===== src/rtl/lrupr_pkg.sv =====
package lrupr_pkg;

  localparam int unsigned FRAME_COUNT = 8;
  localparam int unsigned PAGE_BITS   = 16;

  localparam int unsigned PAGE_NUMBER_W = 16;
  localparam int unsigned FRAME_INDEX_W = 3;

  localparam int unsigned IDX_W = (FRAME_COUNT > 1) ? $clog2(FRAME_COUNT) : 1;
  localparam int unsigned CNT_W = $clog2(FRAME_COUNT + 1);

  typedef logic [PAGE_BITS-1:0]     page_t;
  typedef logic [IDX_W-1:0]         idx_t;
  typedef logic [CNT_W-1:0]         cnt_t;
  typedef logic [PAGE_NUMBER_W-1:0] page_field_t;
  typedef logic [FRAME_INDEX_W-1:0] frame_field_t;

endpackage


===== src/rtl/lrupr_ram.sv =====
module lrupr_ram #(
  parameter int unsigned WIDTH = 16,
  parameter int unsigned DEPTH = 8,
  parameter int unsigned AW    = (DEPTH > 1) ? $clog2(DEPTH) : 1
) (
  input  logic             clk_i,
  input  logic             we_i,
  input  logic [AW-1:0]    waddr_i,
  input  logic [WIDTH-1:0] wdata_i,
  input  logic             re_i,
  input  logic [AW-1:0]    raddr_i,
  output logic [WIDTH-1:0] rdata_o
);

  logic [WIDTH-1:0] mem [DEPTH];

  always_ff @(posedge clk_i) begin
    if (we_i) begin
      mem[waddr_i] <= wdata_i;
    end
  end

  always_ff @(posedge clk_i) begin
    if (re_i) begin
      rdata_o <= mem[raddr_i];
    end
  end

endmodule


===== src/rtl/lru_page_replacement_core.sv =====
// lru page replacement core
// input channel: one page reference request per handshake (in_valid_i / in_ready_o,
// page_number_i). output channel: one result per request (out_valid_o / out_ready_i)
// with fault, frame_index, evicted_valid and evicted_page.
// resident pages and the recency order (least recent first) live in two small
// synchronous memories. a request first scans the filled frames for the page, one
// frame per cycle, then on a hit or an eviction a second pass over the recency
// order moves the used frame to the most recent end, one entry per cycle through
// the single read port.
// one request is in flight at a time; in_ready_o rises at the edge that loads the
// result, so a new request is taken only once the last result has been loaded.
// the output register holds a result until out_ready_i; while it is stalled the
// next request is still accepted and worked on, and it waits before its own
// result is loaded.
// reset empties the frame set (filled count zero) and clears the output register;
// the memories themselves are not cleared, since only filled entries are read.
module lru_page_replacement_core (
  input  logic                                   clk_i,
  input  logic                                   rst_ni,
  input  logic                                   in_valid_i,
  output logic                                   in_ready_o,
  input  logic [lrupr_pkg::PAGE_NUMBER_W-1:0]    page_number_i,
  output logic                                   out_valid_o,
  input  logic                                   out_ready_i,
  output logic                                   fault_o,
  output logic [lrupr_pkg::FRAME_INDEX_W-1:0]    frame_index_o,
  output logic                                   evicted_valid_o,
  output logic [lrupr_pkg::PAGE_NUMBER_W-1:0]    evicted_page_o
);

  typedef enum logic [2:0] {
    ST_IDLE,
    ST_SCAN,
    ST_ORDER,
    ST_FINAL,
    ST_EVICT,
    ST_FILL,
    ST_DONE
  } state_e;

  state_e             state_q;
  lrupr_pkg::page_t   page_q;
  lrupr_pkg::page_t   evpage_q;
  lrupr_pkg::idx_t    ptr_q;
  lrupr_pkg::idx_t    idx_q;
  lrupr_pkg::idx_t    frame_q;
  lrupr_pkg::cnt_t    filled_q;
  logic               vld_q;
  logic               moving_q;
  logic               evict_q;
  logic               fault_q;
  logic               out_valid_q;

  logic               pg_we;
  lrupr_pkg::idx_t    pg_waddr;
  lrupr_pkg::page_t   pg_wdata;
  logic               pg_re;
  lrupr_pkg::idx_t    pg_raddr;
  lrupr_pkg::page_t   pg_rdata;

  logic               ro_we;
  lrupr_pkg::idx_t    ro_waddr;
  lrupr_pkg::idx_t    ro_wdata;
  logic               ro_re;
  lrupr_pkg::idx_t    ro_raddr;
  lrupr_pkg::idx_t    ro_rdata;

  lrupr_pkg::idx_t    last_idx;
  lrupr_pkg::idx_t    fill_idx;
  logic               full;
  logic               ptr_last;
  logic               match_now;

  assign last_idx  = lrupr_pkg::idx_t'(filled_q - lrupr_pkg::cnt_t'(1));
  assign fill_idx  = lrupr_pkg::idx_t'(filled_q);
  assign full      = (filled_q == lrupr_pkg::cnt_t'(lrupr_pkg::FRAME_COUNT));
  assign ptr_last  = (ptr_q == lrupr_pkg::idx_t'(lrupr_pkg::FRAME_COUNT - 1));
  assign match_now = vld_q && !moving_q &&
                     (evict_q ? (idx_q == '0) : (ro_rdata == frame_q));

  lrupr_ram #(
    .WIDTH (lrupr_pkg::PAGE_BITS),
    .DEPTH (lrupr_pkg::FRAME_COUNT),
    .AW    (lrupr_pkg::IDX_W)
  ) u_page_ram (
    .clk_i   (clk_i),
    .we_i    (pg_we),
    .waddr_i (pg_waddr),
    .wdata_i (pg_wdata),
    .re_i    (pg_re),
    .raddr_i (pg_raddr),
    .rdata_o (pg_rdata)
  );

  lrupr_ram #(
    .WIDTH (lrupr_pkg::IDX_W),
    .DEPTH (lrupr_pkg::FRAME_COUNT),
    .AW    (lrupr_pkg::IDX_W)
  ) u_order_ram (
    .clk_i   (clk_i),
    .we_i    (ro_we),
    .waddr_i (ro_waddr),
    .wdata_i (ro_wdata),
    .re_i    (ro_re),
    .raddr_i (ro_raddr),
    .rdata_o (ro_rdata)
  );

  always_comb begin
    pg_we    = 1'b0;
    pg_waddr = '0;
    pg_wdata = page_q;
    pg_re    = 1'b0;
    pg_raddr = ptr_q;
    ro_we    = 1'b0;
    ro_waddr = '0;
    ro_wdata = frame_q;
    ro_re    = 1'b0;
    ro_raddr = ptr_q;
    case (state_q)
      ST_SCAN: begin
        pg_re = 1'b1;
      end
      ST_ORDER: begin
        ro_re = 1'b1;
        if (vld_q && moving_q) begin
          ro_we    = 1'b1;
          ro_waddr = idx_q - lrupr_pkg::idx_t'(1);
          ro_wdata = ro_rdata;
        end
      end
      ST_FINAL: begin
        ro_we    = 1'b1;
        ro_waddr = last_idx;
        pg_re    = evict_q;
        pg_raddr = frame_q;
      end
      ST_EVICT: begin
        pg_we    = 1'b1;
        pg_waddr = frame_q;
      end
      ST_FILL: begin
        pg_we    = 1'b1;
        pg_waddr = fill_idx;
        ro_we    = 1'b1;
        ro_waddr = fill_idx;
        ro_wdata = fill_idx;
      end
      default: begin
      end
    endcase
  end

  always_ff @(posedge clk_i or negedge rst_ni) begin
    if (!rst_ni) begin
      state_q         <= ST_IDLE;
      page_q          <= '0;
      evpage_q        <= '0;
      ptr_q           <= '0;
      idx_q           <= '0;
      frame_q         <= '0;
      filled_q        <= '0;
      vld_q           <= 1'b0;
      moving_q        <= 1'b0;
      evict_q         <= 1'b0;
      fault_q         <= 1'b0;
      out_valid_q     <= 1'b0;
      fault_o         <= 1'b0;
      frame_index_o   <= '0;
      evicted_valid_o <= 1'b0;
      evicted_page_o  <= '0;
    end else begin
      if (out_ready_i && (state_q != ST_DONE)) begin
        out_valid_q <= 1'b0;
      end
      case (state_q)
        ST_IDLE: begin
          if (in_valid_i) begin
            page_q   <= lrupr_pkg::page_t'(page_number_i);
            ptr_q    <= '0;
            vld_q    <= 1'b0;
            moving_q <= 1'b0;
            evict_q  <= 1'b0;
            state_q  <= (filled_q == '0) ? ST_FILL : ST_SCAN;
          end
        end
        ST_SCAN: begin
          idx_q <= ptr_q;
          if (vld_q && (pg_rdata == page_q)) begin
            frame_q <= idx_q;
            fault_q <= 1'b0;
            ptr_q   <= '0;
            vld_q   <= 1'b0;
            state_q <= ST_ORDER;
          end else if (vld_q && (idx_q == last_idx)) begin
            fault_q <= 1'b1;
            ptr_q   <= '0;
            vld_q   <= 1'b0;
            if (full) begin
              evict_q <= 1'b1;
              state_q <= ST_ORDER;
            end else begin
              state_q <= ST_FILL;
            end
          end else begin
            vld_q <= 1'b1;
            if (!ptr_last) begin
              ptr_q <= ptr_q + lrupr_pkg::idx_t'(1);
            end
          end
        end
        ST_ORDER: begin
          vld_q <= 1'b1;
          idx_q <= ptr_q;
          if (!ptr_last) begin
            ptr_q <= ptr_q + lrupr_pkg::idx_t'(1);
          end
          if (match_now) begin
            moving_q <= 1'b1;
            if (evict_q) begin
              frame_q <= ro_rdata;
            end
          end
          if (vld_q && (idx_q == last_idx)) begin
            state_q <= ST_FINAL;
          end
        end
        ST_FINAL: begin
          state_q <= evict_q ? ST_EVICT : ST_DONE;
        end
        ST_EVICT: begin
          evpage_q <= pg_rdata;
          state_q  <= ST_DONE;
        end
        ST_FILL: begin
          frame_q  <= fill_idx;
          fault_q  <= 1'b1;
          evict_q  <= 1'b0;
          filled_q <= filled_q + lrupr_pkg::cnt_t'(1);
          state_q  <= ST_DONE;
        end
        ST_DONE: begin
          if (!out_valid_q || out_ready_i) begin
            out_valid_q     <= 1'b1;
            fault_o         <= fault_q;
            frame_index_o   <= lrupr_pkg::frame_field_t'(frame_q);
            evicted_valid_o <= evict_q;
            evicted_page_o  <= evict_q ? lrupr_pkg::page_field_t'(evpage_q) : '0;
            state_q         <= ST_IDLE;
          end
        end
        default: begin
          state_q <= ST_IDLE;
        end
      endcase
    end
  end

  assign in_ready_o  = (state_q == ST_IDLE);
  assign out_valid_o = out_valid_q;

endmodule


===== config.mk =====
export PLATFORM = sky130hd
export DESIGN_NAME = lru_page_replacement_core
export DESIGN_NICKNAME = d
export VERILOG_FILES = /design/src/rtl/lrupr_pkg.sv /design/src/rtl/lrupr_ram.sv /design/src/rtl/lru_page_replacement_core.sv
export SDC_FILE = /design/constraint.sdc
export NUM_CORES = 1
export LEC_CHECK = 0
export BUFFER_PORTS_ARGS = -buffer_cell sky130_fd_sc_hd__buf_2
export CAP_MARGIN = 20
export CORE_UTILIZATION = 30
export CTS_CLUSTER_DIAMETER = 120
export DETAILED_ROUTE_END_ITERATION = 16
export GPL_ROUTABILITY_DRIVEN = 0
export PLACE_DENSITY = 0.48
export SKIP_LAST_GASP = 1
export SYNTH_ARGS = -nofsm -noshare
export SYNTH_HDL_FRONTEND = slang
export SYNTH_HIERARCHICAL = 1
export SYNTH_SLANG_ARGS = --single-unit

===== constraint.sdc =====
create_clock -name clk_i -period 3.8 [get_ports clk_i]
set_input_delay 0.19 -clock clk_i [delete_from_list [all_inputs] [get_ports clk_i]]
set_output_delay 0.19 -clock clk_i [all_outputs]
set_load 0.1 [all_outputs]

; Word-level counts from Yosys, hierarchy flattened
; Memory sizes are Yosys's and may differ from the RTL's. A register that Yosys moved wholly into a read port is not among the register bits.
; Index checks and enable logic that the tools add are counted.
[totals]
input_bits = 20
n_memories = 2
word_cells = 123
ramBits = 152
out_inout_bits = 23
ff_bits = 74
[memory_table]
columns = name, words, word_bits, read_ports, rd_clocked_by_memory_dff, wr, line_no
row1 = u_page_ram.mem, 8, 16, 1, 1, 1, lrupr_ram.sv:15  ; logic [WIDTH-1:0] mem [DEPTH];
row2 = u_order_ram.mem, 8, 3, 1, 1, 1, lrupr_ram.sv:15
[op_classes]
n_mux = 51
n_eq_ne = 22
n_addsub = 4
n_reduce_logical = 28
[ops]
columns = op, n
row1 = 2-to-1 mux 3 bit, 17
row2 = one-hot mux 3 bit (3 select lines), 3
row3 = 2-to-1 mux 1 bit, 20
row4 = inequality test 2 bit (second input constant), 9
row5 = one-hot mux 3 bit (6 select lines), 1
row6 = equality test 16 bit, 1
row7 = 2-to-1 mux 16 bit, 1
row8 = equality test 3 bit (second input constant), 4
row9 = one-hot mux 3 bit (2 select lines), 2
row10 = nonzero test 3 bit, 3
row11 = one-hot mux 1 bit (2 select lines), 4
row12 = AND reduction 2 bit, 4
row13 = AND reduction 4 bit, 2
row14 = equality test 3 x 2 -> 1 bit (second input constant), 2
row15 = equality test 3 bit, 2
row16 = logical AND 1 bit, 6
row17 = zero test 3 bit, 2
row18 = inequality test 3 bit (second input constant), 2
row19 = one-hot mux 1 bit (3 select lines), 2
row20 = OR reduction 2 bit, 3
row21 = subtractor 3 x 1 -> 3 bit (second input constant), 2
row22 = AND reduction 5 bit, 1
row23 = adder 4 x 1 -> 4 bit (second input constant), 1
row24 = equality test 4 bit (second input constant), 1
row25 = 8 further kinds, 10

; Longest topological paths before layout
; Gate-level depths: netlist of the first run.
[logic_depth]
word_depth = 6
depth_mapped = 9
mapped_depth_nobuf = 8

; Modules after synthesis
; The synthesis of the first run kept the hierarchy.
[modules_own_cells]
columns = mod, n_inst, cells_per_inst, area_per_inst_um2, seq_area_each_um2
row1 = lrupr_ram at u_page_ram, 1, 214, 5454.0, 4324.1
row2 = lru_page_replacement_core, 1, 349, 3697.3, 1851.8
row3 = lrupr_ram at u_order_ram, 1, 50, 1072.3, 810.8

; Least setup slack after synthesis of the first run
; OpenSTA, ideal clock, no wires.
[synth_path]
path_kind = register to register
from = reg state_q[2]
to = reg page_q[10]
setup_slack_ns = 0.002
arrival_ns = 3.674
stages_incl_launch_ff = 7
required_ns = 3.675
setup_ns = 0.125
synth_period_minus_slack_ns = 3.798
n_path_buf = 3
path_cell_list = dfrtp_1 buf_2 nor3_1 and2_1 buf_2 buf_2 mux2_2
[synth_via]
elab_chain_cells = 2
[synth_lines]
columns = item, line_no
row1 = "start, declared", lru_page_replacement_core.sv:41  ; state_e state_q;
row2 = "start signal, assigned", lru_page_replacement_core.sv:184  ; state_q <= (filled_q == '0) ? ST_FILL : ST_SCAN;
row3 = "start signal, assigned", lru_page_replacement_core.sv:229  ; state_q <= evict_q ? ST_EVICT : ST_DONE;
row4 = zero test 3 bit, n/a
row5 = named net in_ready_o, lru_page_replacement_core.sv:21  ; output logic in_ready_o,
row6 = AND reduction 2 bit (no source line), n/a
row7 = "end signal, assigned", lru_page_replacement_core.sv:179  ; page_q <= lrupr_pkg::page_t'(page_number_i);
row8 = "end, declared", lru_page_replacement_core.sv:42  ; lrupr_pkg::page_t page_q;
; The timed path passes the listed nets, and every way through them passes these cells.
; A chain may end at the register's enable or synchronous reset.

; Final worst setup path of the first run
[layout_path]
from = reg state_q[2]
to = reg u_page_ram.rdata_o[8] (read register of u_page_ram.mem), data pin
[layout_via]
elab_chain_cells = 2
word_cells_on_any_way = 4
cone_classes = eq/ne (2) / mux (2)
[layout_lines]
columns = item, line_no
row1 = equality test 3 x 2 -> 1 bit, lru_page_replacement_core.sv:120  ; case (state_q)
row2 = 2-to-1 mux 3 bit, lru_page_replacement_core.sv:120
row3 = named net pg_raddr[0], lru_page_replacement_core.sv:58  ; lrupr_pkg::idx_t pg_raddr;
row4 = "end, declared", lrupr_ram.sv:12  ; output logic [WIDTH-1:0] rdata_o
; The timed path passes the listed nets, and every way through them passes these cells.

==> tab_implementation.tex, run 1 <==
\begin{tabular}{lr}
\hline
Metric & Value \\
\hline
\multicolumn{2}{l}{\textbf{Global route}} \\
\quad Number of global-route vias before repair & between 5000 and 6000 \\
\quad Maximum number of pins on one net before global-route repair & 54 \\
\quad Overall track demand over capacity in global routing & about an eighth \\
\quad First-pass GRT wire length & 34.8 mm \\
\quad Leftover overflow at the end of global routing & 0 \\
\quad Initial antenna violation count & 1 \\
\multicolumn{2}{l}{\textbf{Clock network}} \\
\quad H-tree depth reported by CTS & 1 \\
\quad Root Buffer Master & clkbuf\_16 \\
\quad TritonCTS Buffers & 27 \\
\quad Clock insertion delay at the later pin of the skew report & around 0.55 ns \\
\quad Clock-pin slew on the worst setup and hold paths & 0.06 ns \\
\quad Post CTS Setup Buffer Count & 0 \\
\quad Clock tree from TritonCTS & built \\
\quad Clock sink count & 245 \\
\quad CTS Buffer Depth & 3 \\
\multicolumn{2}{l}{\textbf{Route}} \\
\quad Count of nets left with antenna violations after detail routing & 0 \\
\quad Drt first-iter violations & 300 \\
\quad Via Count & $\sim$5500 \\
\quad Pre-antenna DRT Iters & 5 \\
\quad Residual DRC count & 0 \\
\quad Aggregate routed wire length & between 20 and 25 mm \\
\quad Vias per Instance & 4.73 \\
\quad Routed length per placed instance & 19.5 um \\
\multicolumn{2}{l}{\textbf{Floorplanning}} \\
\quad Die height & about 190 um \\
\quad Die outline area & 34800 um2 \\
\quad Number of I/O pins & 43 \\
\quad Initial Utilization & a little under a third \\
\quad Site Rows & 67 \\
\quad Core footprint & 33500 um2 \\
\quad DIE WIDTH & roughly 190 um \\
\multicolumn{2}{l}{\textbf{Pwr}} \\
\quad Sw frac & approximately a third \\
\quad Total Power Consumption & between 9 and 10 mW \\
\quad Relative contribution of combinational cells to total power & a little under a third \\
\quad Portion of total power attributed to sequential cells & between 40\% and 50\% \\
\quad Clock power frac & about a quarter \\
\quad Maximum resistive drop on vdd & 0.435 mV \\
\quad Switching power of the nets & 3.38 mW \\
\quad Cell internal power dissipation & between 6 and 7 mW \\
\quad Leakage dissipation & roughly 4.5 nW \\
\quad P per Cell Area & roughly 800 nW/um2 \\
\multicolumn{2}{l}{\textbf{Synth}} \\
\quad Synth Area per Inst & about 17 um2 \\
\quad Count of flip-flops with a built-in enable after synthesis & 171 \\
\quad Share of synthesized registers carrying an async set or reset & a little under a third \\
\quad Library cells used by synthesis & 58 \\
\quad Gate Count Post-Synth & 613 \\
\quad Seq cells post-synth & 245 \\
\quad Most instantiated flip-flop cell in the synthesis netlist & edfxtp\_1 \\
\quad Post-synthesis net count & about 640 \\
\quad Number of warning messages in the yosys log & 6 \\
\quad Register area share after synthesis & around two thirds \\
\quad Post-synthesis cell area & 10200 um2 \\
\multicolumn{2}{l}{\textbf{Timing}} \\
\quad Crit share post-route & approximately 81\% \\
\quad Number of max-slew violations in the final report & 0 \\
\quad Final setup slack of the worst path & between 0.7 and 0.8 ns \\
\quad Slew headroom & 28.7\% \\
\quad Setup Skew & around 0.0075 ns \\
\quad Final Setup Violations & 0 \\
\quad Actual transition at the worst max-transition pin & 1.06 ns \\
\quad Achievable Freq & approximately 330 MHz \\
\quad Sum Neg Setup Slack & 0 ns \\
\quad RSZ-0062 raised after global routing & false \\
\quad Final worst path period need & approximately 3 ns \\
\quad Worst hold slack across all endpoints & between 0.15 and 0.2 ns \\
\quad Hold Fails Final Rpt & 0 \\
\multicolumn{2}{l}{\textbf{Worst setup path}} \\
\quad Data arrival at the endpoint of the critical path & roughly 3.4 ns \\
\quad Family with the most delay on the worst path & multiplexers \\
\quad Cell Chain, Critical Path & nor2b\_1 -> nand2\_1 -> mux2\_2 -> buf\_12 -> mux4\_1 -> mux2\_2 \\
\quad Critical Path End Type & flop \\
\quad Setup Crit Path Kind & flop to flop \\
\quad Largest fanout on the critical path & 18 \\
\quad Buffering stage count on the worst path with inverters included & 1 \\
\quad Category of the worst setup path launch point & flop \\
\quad Data required, critical path & $\sim$4.1 ns \\
\quad Most used cell along the critical path & mux2\_2 \\
\quad Cell with the biggest individual delay on the critical path & mux2\_2 \\
\quad Critical path's largest stage delay & slightly below 0.7 ns \\
\multicolumn{2}{l}{\textbf{Placed design}} \\
\quad Cell total after placement & approximately 1100 \\
\quad Detailed-placement wirelength estimate & about 14 mm \\
\quad I/O Buffers & 42 \\
\quad Post-placement cell area & $\sim$11000 um2 \\
\quad Pre-CTS setup slack & around 0.71 ns \\
\multicolumn{2}{l}{\textbf{Final layout}} \\
\quad Cell area after layout & 12000 um2 \\
\quad Area added between synthesis and finish & 17.6\% \\
\quad Count of non-filler cells in the finished layout & about 1200 \\
\quad Antenna Cells & 0 \\
\quad Nets@finish & 718 \\
\quad Final core utilization & a little over a third \\
\quad Fill count & 3189 \\
\quad Proportion of layout cells with a drive suffix above 1 & about 24\% \\
\multicolumn{2}{l}{\textbf{Status}} \\
\quad Result of the run & completed \\
\multicolumn{2}{l}{\textbf{Hold path}} \\
\quad Tightest Hold Check Type & primary input to flop \\
\multicolumn{2}{l}{\textbf{Run}} \\
\quad Max-capacitance violation count & 0 \\
\hline
\end{tabular}
==> final cells by class <==
type	instances	area [um2]	area share, %
multi-input combinational	328	3050	25.4
inverter	13	48.8	0.406
clock buffer	32	694	5.77
tap	448	561	4.66
sequential	245	6990	58.1
timing repair buffer	78	561	4.66
clock inverter	17	128	1.06
==> cell families (layout without fill, tap and decap cells) <==
logic type	Yosys count	in the layout	synth area share [%]
AOI/OAI and AO/OA	44	44	3.17
xor gates and xnor gates	26	26	2.36
adders and majority gates	5	5	0.612
buffers and inverters	40	140	1.98
DFF	245	245	68.3
muxes	100	100	16.5
and+or+nand+nor	153	153	7.03
==> worst register-to-register path: cells and delay by family (launching register included) <==
family                 cells  cell delay (ns)
muxes                      3             1.53
buffers and inverters      1             0.26
DFF                        1             0.49
and+or+nand+nor            2             0.54
==> registers in the layout, indices dropped and copies added, names as in the netlist <==
| name | cells |
|---|---|
| filled_q | 4 |
| evicted_page_o | 16 |
| u_order_ram/rdata_o | 3 |
| fault_o | 1 |
| evict_q | 1 |
| page_q | 16 |
| u_page_ram/mem | 128 |
| evicted_valid_o | 1 |
| u_order_ram/mem | 24 |
| u_page_ram/rdata_o | 16 |
| out_valid_o | 1 |
| fault_q | 1 |
| evpage_q | 16 |
| moving_q | 1 |
| vld_q | 1 |
| frame_index_o | 3 |
| ptr_q | 3 |
| idx_q | 3 |
| state_q | 3 |
| frame_q | 3 |
==> synthesized netlist by cell type, types with 2 or more instances <==
master    count  area [um2]
nand4_1       3        18.8
nor2_1       27         101
and2_1        2        12.5
mux4_2        4        90.1
o21ai_0       9        45.0
a221o_1       6        60.1
mux2_4        3        45.0
buf_1         5        18.8
buf_2         8        40.0
a211o_1       2        17.5
nor2b_1       3        18.8
buf_6         5        56.3
a31oi_1       4        25.0
mux4_1       34         893
inv_1        12        45.0
ha_1          5        62.6
mux2_2       55         619
edfxtp_1    171        5130
dfrtp_1      74        1850
nor3_1        7        35.0
clkbuf_1      7        26.3
nand2_1      66         248
xnor2_1      19         166
xor2_1        6        52.6
nand3_1      21         105
a21oi_1       7        35.0
a211oi_1      2        15.0
nand2b_1     10        62.6
mux2i_1       4        40.0
and3_1        4        25.0
==> final timing paths <==
path                                        start                    end  slack (ns)  cells past startpoint
max in group asynchronous                  rst_ni            filled_q[0]        2.72                      3
min in group asynchronous                  rst_ni              page_q[4]        0.26                      2
worst min register to register  evicted_page_o[6]      evicted_page_o[6]        0.46                      2
worst max register to register         state_q[2]  u_page_ram/rdata_o[8]        0.72                      6
worst min-delay path                   in_valid_i             state_q[0]        0.18                      4
worst max-delay path                   state_q[2]  u_page_ram/rdata_o[8]        0.72                      6
==> layer usage <==
metal	share of wire [%]	wire length (um)	track usage (%)	vias to the layer above
met5	0	0	0	-
met4	1.6	357	3.18	0
met3	3.8	860	2.22	30
met2	47	10700	21.5	99
met1	47	10700	18.2	2842
li1	-	-	-	2524
==> cell usage in the layout, fill, tap and decap left out, types with 4 or more instances in the layout <==
master | Yosys | routed
mux2i_1 | 4 | 4
xor2_1 | 6 | 6
edfxtp_1 | 171 | 171
mux4_1 | 34 | 34
o21ai_0 | 9 | 9
mux4_2 | 4 | 4
clkinv_2 | 0 | 7
nand2_1 | 66 | 66
nand3_1 | 21 | 21
a221o_1 | 6 | 6
nor3_1 | 7 | 4
clkinv_1 | 0 | 5
nor2_1 | 27 | 27
dlygate4sd3_1 | 0 | 18
inv_1 | 12 | 12
dfrtp_1 | 74 | 74
nand2b_1 | 10 | 10
buf_4 | 1 | 17
xnor2_1 | 19 | 19
buf_2 | 8 | 41
ha_1 | 5 | 5
clkbuf_16 | 0 | 27
a31oi_1 | 4 | 4
mux2_2 | 55 | 55
a21oi_1 | 7 | 7
clkbuf_1 | 7 | 5
and3_1 | 4 | 4
==> what timing repair did <==
action,CTS,global route
gates resized for setup,0,0
hold buffers,18,0
hold endpoints to repair,69,0
==> power groups by stage <==
stage | Combinational, mW | Sequential (mW) | Clock, mW
final | 2.89 | 4.26 | 2.43
after floorplan | 1.85 | 4.60 | 0
after CTS | 2.92 | 4.27 | 2.51
after global placement | 2.83 | 4.29 | 0
after detailed placement | 2.89 | 4.33 | 0
after global routing | 3.12 | 4.35 | 2.61
Note: power is estimated with default switching activity, not from simulation.
==> run 2: changes to the inputs <==
--- a/config.mk
+++ b/config.mk
@@ -5,6 +5,7 @@
 export SDC_FILE = /design/constraint.sdc
 export NUM_CORES = 1
 export LEC_CHECK = 0
+export ABC_AREA = 1
 export BUFFER_PORTS_ARGS = -buffer_cell sky130_fd_sc_hd__buf_2
 export CAP_MARGIN = 20
 export CORE_UTILIZATION = 30
==> constraint.sdc (replaced) <==
create_clock -name clk_i -period 3.2 [get_ports clk_i]
set_input_delay 0.16 -clock clk_i [delete_from_list [all_inputs] [get_ports clk_i]]
set_output_delay 0.16 -clock clk_i [all_outputs]
set_load 0.1 [all_outputs]
==> tab_implementation.tex, run 2 <==
\begin{tabular}{lr}
\hline
Metric & Value \\
\hline
\multicolumn{2}{l}{\textbf{Status}} \\
\quad Result of the run & completed \\
\multicolumn{2}{l}{\textbf{Placed design}} \\
\quad Pre-CTS setup slack & $\sim$0.64 ns \\
\quad I/O Buffers & between 40 and 50 \\
\quad Detailed-placement wirelength estimate & about 16 mm \\
\quad Post-placement cell area & 11800 um2 \\
\multicolumn{2}{l}{\textbf{Floorplanning}} \\
\quad Initial Utilization & slightly above 30\% \\
\quad Number of I/O pins & between 40 and 50 \\
\quad Die outline area & between 30000 and 40000 um2 \\
\quad DIE WIDTH & around 190 um \\
\quad Core footprint & approximately 36000 um2 \\
\quad Site Rows & 69 \\
\quad Die height & roughly 190 um \\
\multicolumn{2}{l}{\textbf{Timing}} \\
\quad Slew headroom & 47.4\% \\
\quad Worst hold slack across all endpoints & 0.104 ns \\
\quad Number of max-slew violations in the final report & 0 \\
\quad Sum Neg Setup Slack & 0 ns \\
\quad RSZ-0062 raised after global routing & false \\
\quad Hold Fails Final Rpt & 0 \\
\quad Setup Skew & $\sim$0.027 ns \\
\quad Achievable Freq & 385 MHz \\
\quad Final setup slack of the worst path & $\sim$0.6 ns \\
\quad Crit share post-route & approximately 81\% \\
\quad Final worst path period need & around 2.6 ns \\
\quad Final Setup Violations & 0 \\
\quad Actual transition at the worst max-transition pin & 0.789 ns \\
\multicolumn{2}{l}{\textbf{Final layout}} \\
\quad Leading cell type in the layout, fill and taps excluded & nand2\_1 \\
\quad Final core utilization & between 30 and 40\% \\
\quad Register ranked first by flip-flop count & u\_page\_ram/mem \\
\quad Cell area after layout & 12900 um2 \\
\quad Area added between synthesis and finish & 17.1\% \\
\quad Number of flip-flops in the largest register & about 130 \\
\quad Registers with the most flip-flops & u\_page\_ram/mem: 128 flops, u\_order\_ram/mem: 24 flops \\
\quad Proportion of layout cells with a drive suffix above 1 & 12.6\% \\
\quad Nets@finish & $\sim$1200 \\
\quad Antenna Cells & 0 \\
\quad Top library cells by usage in the layout, fill and taps aside & nand2\_1 (393), inv\_1 (204), edfxtp\_1 (171), nand3\_1 (87), dfrtp\_1 (74) \\
\multicolumn{2}{l}{\textbf{Pwr}} \\
\quad Leakage dissipation & 5.91 nW \\
\quad Clock power frac & between 20\% and 30\% \\
\quad Relative contribution of combinational cells to total power & a little under two fifths \\
\quad Portion of total power attributed to sequential cells & between 30 and 40\% \\
\quad Switching power of the nets & about 5.6 mW \\
\quad P per Cell Area & between 1000 and 1500 nW/um2 \\
\quad Cell internal power dissipation & 7.79 mW \\
\quad Maximum resistive drop on vdd & about 0.56 mV \\
\quad Sw frac & a little over two fifths \\
\multicolumn{2}{l}{\textbf{Route}} \\
\quad Drt first-iter violations & around 400 \\
\quad Via Count & $\sim$7500 \\
\quad Routed length per placed instance & 15.5 um \\
\quad Vias per Instance & 4.39 \\
\quad Aggregate routed wire length & between 20 and 30 mm \\
\quad Residual DRC count & 0 \\
\quad Count of nets left with antenna violations after detail routing & 0 \\
\quad Pre-antenna DRT Iters & 5 \\
\multicolumn{2}{l}{\textbf{Synth}} \\
\quad Leading cell types by total area after synthesis & edfxtp\_1 (47\%), dfrtp\_1 (17\%), nand2\_1 (13\%) \\
\quad Seq cells post-synth & approximately 250 \\
\quad Most instantiated flip-flop cell in the synthesis netlist & edfxtp\_1 \\
\quad Cell taking the most area after synthesis & edfxtp\_1 \\
\quad Synth Area per Inst & 9.63 um2 \\
\quad Gate Count Post-Synth & about 1100 \\
\quad Count of flip-flops with a built-in enable after synthesis & 171 \\
\quad Post-synthesis cell area & 11000 um2 \\
\quad Number of warning messages in the yosys log & 6 \\
\quad Most common cell in the synthesized netlist & nand2\_1 \\
\quad Top cell type's share of synthesized area & between 40\% and 50\% \\
\quad Library cells used by synthesis & 38 \\
\quad Share of synthesized registers carrying an async set or reset & 30.2\% \\
\quad Commonest cells in the netlist & nand2\_1 (393), inv\_1 (204), edfxtp\_1 (171) \\
\quad Register area share after synthesis & 63.4\% \\
\quad Post-synthesis net count & 1170 \\
\multicolumn{2}{l}{\textbf{Clock network}} \\
\quad Clock insertion delay at the later pin of the skew report & slightly below 0.6 ns \\
\quad Clock tree from TritonCTS & built \\
\quad Clock-pin slew on the worst setup and hold paths & 0.06 ns \\
\quad Clock sink count & between 200 and 250 \\
\quad H-tree depth reported by CTS & 1 \\
\quad Post CTS Setup Buffer Count & 0 \\
\quad TritonCTS Buffers & 28 \\
\quad Root Buffer Master & clkbuf\_16 \\
\quad CTS Buffer Depth & 3 \\
\multicolumn{2}{l}{\textbf{Worst setup path}} \\
\quad Data arrival at the endpoint of the critical path & between 2 and 3 ns \\
\quad Data required, critical path & roughly 3.5 ns \\
\quad Category of the worst setup path launch point & flop \\
\quad Cell count of the worst reg-to-reg path & 11 \\
\quad Critical Path End Type & flop \\
\quad Largest fanout on the critical path & 64 \\
\quad Setup Crit Path Kind & flop to flop \\
\quad Slack of the worst reg-to-reg path & roughly 0.6 ns \\
\multicolumn{2}{l}{\textbf{Hold path}} \\
\quad Hold path depth & 7 \\
\quad Tightest Hold Check Type & primary input to flop \\
\multicolumn{2}{l}{\textbf{Global route}} \\
\quad Overall track demand over capacity in global routing & between 10\% and 20\% \\
\quad Initial antenna violation count & 0 \\
\quad Leftover overflow at the end of global routing & 0 \\
\quad Maximum number of pins on one net before global-route repair & 65 \\
\quad First-pass GRT wire length & slightly above 40 mm \\
\quad Number of global-route vias before repair & between 7000 and 8000 \\
\multicolumn{2}{l}{\textbf{Run}} \\
\quad Max-capacitance violation count & 0 \\
\hline
\end{tabular}
-- run 2: cell types whose count changed in the layout (fill, tap and decap cells not counted), moves of 6 or more --
cell and change:
nand3_1 +66, a221o_1 -6, nor2_2 +8, nand2_1 +327, nand2b_1 -10, xnor2_1 -12
mux2_2 -38, o221ai_1 +7, inv_2 +11, inv_1 +192, o21ai_0 +23, o21ai_1 +12
mux4_1 -34
-- run 2: cell families (layout without fill, tap and decap cells) --
family | Yosys count | in the layout | share of synthesized area (%)
buf+inv | 252 | 351 | 9.57
mux | 17 | 17 | 1.74
flops | 245 | 245 | 63.4
fa+ha+maj | 5 | 5 | 0.568
simple gates | 536 | 536 | 19.7
compound gates | 78 | 78 | 4.05
xor+xnor | 12 | 12 | 0.954
-- run 2: power groups by stage --
stage                     Sequential (mW)  Combinational (mW)  Clock, mW
after floorplan                      5.80                3.11          0
after detailed placement             5.30                5.05          0
after CTS                            5.24                5.08       3.26
after global placement               5.28                5.01          0
final                                5.23                5.03       3.17
after global routing                 5.36                5.59       3.36
-- run 2: critical path, stage by stage (launching register included) --
cell and delay [ns]:
dfrtp_1 0.40, inv_2 0.11, nand2_1 0.10, nor2_2 0.26
inv_1 0.22, o21ai_4 0.18, buf_4 0.61, nand2_1 0.12
nand3_1 0.11, nand2_1 0.06, nand2_1 0.06, nand2_1 0.05
-- run 2: stage by stage --
step                total power [mW]  cells
floorplan                       8.90   1145
global placement                10.3   1635
detailed placement              10.4   1635
CTS                             13.6   1705
global route                    14.3   1705
finish                          13.4   1705
-- run 2: cell type report --
cell class	instances	area, um2
sequential	245	6990
multi-input combinational	648	3020
clock buffer	29	704
clock inverter	23	213
inverter	216	811
fill	3590	22900
timing repair buffer	83	591
tap	461	577
-- run 2: final timing paths --
kind                       startpoint                    end
max                        state_q[2]  u_page_ram/rdata_o[2]
min reg2reg                frame_q[0]             frame_q[0]
max in group asynchronous      rst_ni               idx_q[1]
min                        in_valid_i                evict_q
min in group asynchronous      rst_ni             state_q[0]
max reg2reg                state_q[2]  u_page_ram/rdata_o[2]
-- run 2: layer usage --
metal,vias to the layer above,routed length [um],track usage [%]
li1,3782,-,-
met1,3494,12900,20.2
met2,164,11700,22.4
met3,37,1350,2.47
met4,0,471,3.82
met5,-,0,0
-- run 2: repair_timing --
item,in CTS,in global routing
gates resized for setup,0,0
hold buffers,18,0
hold endpoints to repair,67,0
==> run 3: changes to the inputs <==
==> constraint.sdc (replaced) <==
create_clock -name clk_i -period 2.44 [get_ports clk_i]
set_input_delay 0.122 -clock clk_i [delete_from_list [all_inputs] [get_ports clk_i]]
set_output_delay 0.122 -clock clk_i [all_outputs]
set_load 0.1 [all_outputs]
==> tab_implementation.tex, run 3 (synthesis results as in run 2) <==
\begin{tabular}{lr}
\hline
Metric & Value \\
\hline
\multicolumn{2}{l}{\textbf{Worst setup path}} \\
\quad Reg2Reg Launch Point & state\_q[2] \\
\quad Category of the worst setup path launch point & flop \\
\quad Largest fanout on the critical path & 52 \\
\quad Critical Path End Type & flop \\
\quad Setup Crit Path Kind & flop to flop \\
\quad Data required, critical path & $\sim$2.8 ns \\
\quad Data arrival at the endpoint of the critical path & roughly 2.5 ns \\
\quad Launching instance or port of the critical path & state\_q[2] \\
\multicolumn{2}{l}{\textbf{Global route}} \\
\quad Initial antenna violation count & 0 \\
\quad Leftover overflow at the end of global routing & 0 \\
\quad Number of global-route vias before repair & 7225 \\
\quad Overall track demand over capacity in global routing & 14.2\% \\
\quad Maximum number of pins on one net before global-route repair & 53 \\
\quad First-pass GRT wire length & 41.3 mm \\
\multicolumn{2}{l}{\textbf{Clock network}} \\
\quad Clock insertion delay at the later pin of the skew report & around 0.57 ns \\
\quad Root Buffer Master & clkbuf\_16 \\
\quad Clock-pin slew on the worst setup and hold paths & $\sim$0.06 ns \\
\quad Clock tree from TritonCTS & built \\
\quad Resized Gates After CTS & 0 \\
\quad Clock sink count & 245 \\
\quad H-tree depth reported by CTS & 1 \\
\quad TritonCTS Buffers & 28 \\
\quad CTS Buffer Depth & 3 \\
\multicolumn{2}{l}{\textbf{Floorplanning}} \\
\quad Initial Utilization & a little under a third \\
\quad Core footprint & around 36000 um2 \\
\quad Die height & between 150 and 200 um \\
\quad DIE WIDTH & between 150 and 200 um \\
\quad Site Rows & 69 \\
\quad Number of I/O pins & 43 \\
\quad Die outline area & approximately 38000 um2 \\
\multicolumn{2}{l}{\textbf{Final layout}} \\
\quad Fill count & roughly 3600 \\
\quad Register ranked first by flip-flop count & u\_page\_ram/mem \\
\quad Leading cell type in the layout, fill and taps excluded & nand2\_1 \\
\quad Proportion of layout cells with a drive suffix above 1 & 13.4\% \\
\quad Number of flip-flops in the largest register & between 100 and 150 \\
\quad Final core utilization & a little over a third \\
\quad Area added between synthesis and finish & 18.2\% \\
\quad Combined area of the multi-input logic cells & approximately 3000 um2 \\
\quad Cell area after layout & 13000 um2 \\
\quad Area occupied by registers & 6990 um2 \\
\quad Antenna Cells & 0 \\
\quad Nets@finish & $\sim$1300 \\
\quad Top library cells by usage in the layout, fill and taps aside & nand2\_1 (393), inv\_1 (204), edfxtp\_1 (171), nand3\_1 (87), dfrtp\_1 (74) \\
\quad Registers with the most flip-flops & u\_page\_ram/mem: 128 flops, u\_order\_ram/mem: 24 flops \\
\multicolumn{2}{l}{\textbf{Placed design}} \\
\quad I/O Buffers & 42 \\
\quad Detailed-placement wirelength estimate & roughly 17 mm \\
\quad Post-placement cell area & approximately 12000 um2 \\
\multicolumn{2}{l}{\textbf{Timing}} \\
\quad RSZ-0062 raised after global routing & false \\
\quad Slew headroom & between 40\% and 50\% \\
\quad Final Setup Violations & 0 \\
\quad Number of max-slew violations in the final report & 0 \\
\quad Hold Fails Final Rpt & 0 \\
\quad Achievable Freq & 456 MHz \\
\quad Sum Neg Setup Slack & 0 ns \\
\quad Final worst path period need & $\sim$2.2 ns \\
\quad Setup Skew & about 0.049 ns \\
\quad Actual transition at the worst max-transition pin & about 0.77 ns \\
\quad Crit share post-route & roughly nine tenths \\
\multicolumn{2}{l}{\textbf{Route}} \\
\quad Drt first-iter violations & 476 \\
\quad Vias per Instance & 4.38 \\
\quad Residual DRC count & 0 \\
\quad Pre-antenna DRT Iters & 5 \\
\quad Aggregate routed wire length & approximately 26 mm \\
\quad Via Count & 7532 \\
\quad Count of nets left with antenna violations after detail routing & 0 \\
\quad Routed length per placed instance & between 15 and 20 um \\
\multicolumn{2}{l}{\textbf{Run}} \\
\quad Max-capacitance violation count & 0 \\
\multicolumn{2}{l}{\textbf{Pwr}} \\
\quad Leakage dissipation & between 5 and 6 nW \\
\quad Total Power Consumption & 17.5 mW \\
\quad P per Cell Area & approximately 1300 nW/um2 \\
\quad Maximum resistive drop on vdd & approximately 0.57 mV \\
\multicolumn{2}{l}{\textbf{Hold path}} \\
\quad Tightest Hold Check Type & primary input to async pin \\
\multicolumn{2}{l}{\textbf{Status}} \\
\quad Result of the run & completed \\
\hline
\end{tabular}
## run 3: cell count changes in the layout (fill, tap and decap cells not counted), moves of 3 or more
cell       delta
clkbuf_8      +5
buf_12        +5
clkinv_1     -10
clkbuf_1     +11
buf_4         +8
bufinv_16     -3
## run 3: report_power, final
| group | internal, mW | total [mW] | switching (mW) | leakage (nW) |
|---|---|---|---|---|
| sequential | 5.95 | 6.82 | 0.869 | 2.48 |
| combinational | 1.97 | 6.73 | 4.76 | 3.07 |
| clock | 2.29 | 3.94 | 1.65 | 0.430 |
## run 3: repair_timing
| action | in CTS | in global routing |
|---|---|---|
| hold endpoints to repair | 62 | 0 |
| hold buffers | 18 | 0 |
| setup buffers | 0 | 0 |
| endpoints found under the setup margin | 0 | 0 |
## run 3: final timing paths
path | endpoint | cells after the start | slack [ns]
min | page_q[14] | 2 | 0.06
max reg2reg | u_page_ram/rdata_o[8] | 13 | 0.25
min in group clk_i | evict_q | 7 | 0.10
min reg2reg | frame_q[0] | 2 | 0.47
max | u_page_ram/rdata_o[8] | 13 | 0.25
max in group asynchronous | fault_q | 3 | 1.70
## run 3: final cells by class
cell class | count | area share, %
clock buffer | 45 | 6.25
clock inverter | 7 | 0.490
inverter | 216 | 6.23
multi-input combinational | 648 | 23.2
sequential | 245 | 53.7
tap | 461 | 4.43
timing repair buffer | 96 | 5.76
## run 3: routing by layer
metal  track usage, %  part of all wire, %  up-vias
met5                0                    0        -
met4             4.09                  1.8        0
met3             2.66                  4.8       36
met2             22.5                   45      160
met1             19.8                   48     3528
li1                 -                    -     3808
## run 3: stage by stage
step           setup slack, ns  hold WS (ns)  cells
2_1_floorplan           0.0614        -0.174   1145
3_3_place_gp             0.261         0.131   1648
3_5_place_dp             0.238         0.138   1648
4_1_cts                  0.232        0.0652   1718
5_1_grt                 0.0293        0.0904   1718
6_report                 0.248        0.0612   1718
## run 3: worst max-delay path, stage by stage, from the launching register on
cell     delay [ns]
dfrtp_1        0.40
inv_2          0.10
nand2_1        0.09
nor2_2         0.25
inv_1          0.20
nand2_1        0.14
o21ai_4        0.09
inv_2          0.09
buf_12         0.23
nand2_1        0.08
nand3_1        0.09
nand2_1        0.06
nand2_1        0.05
nand2_1        0.07
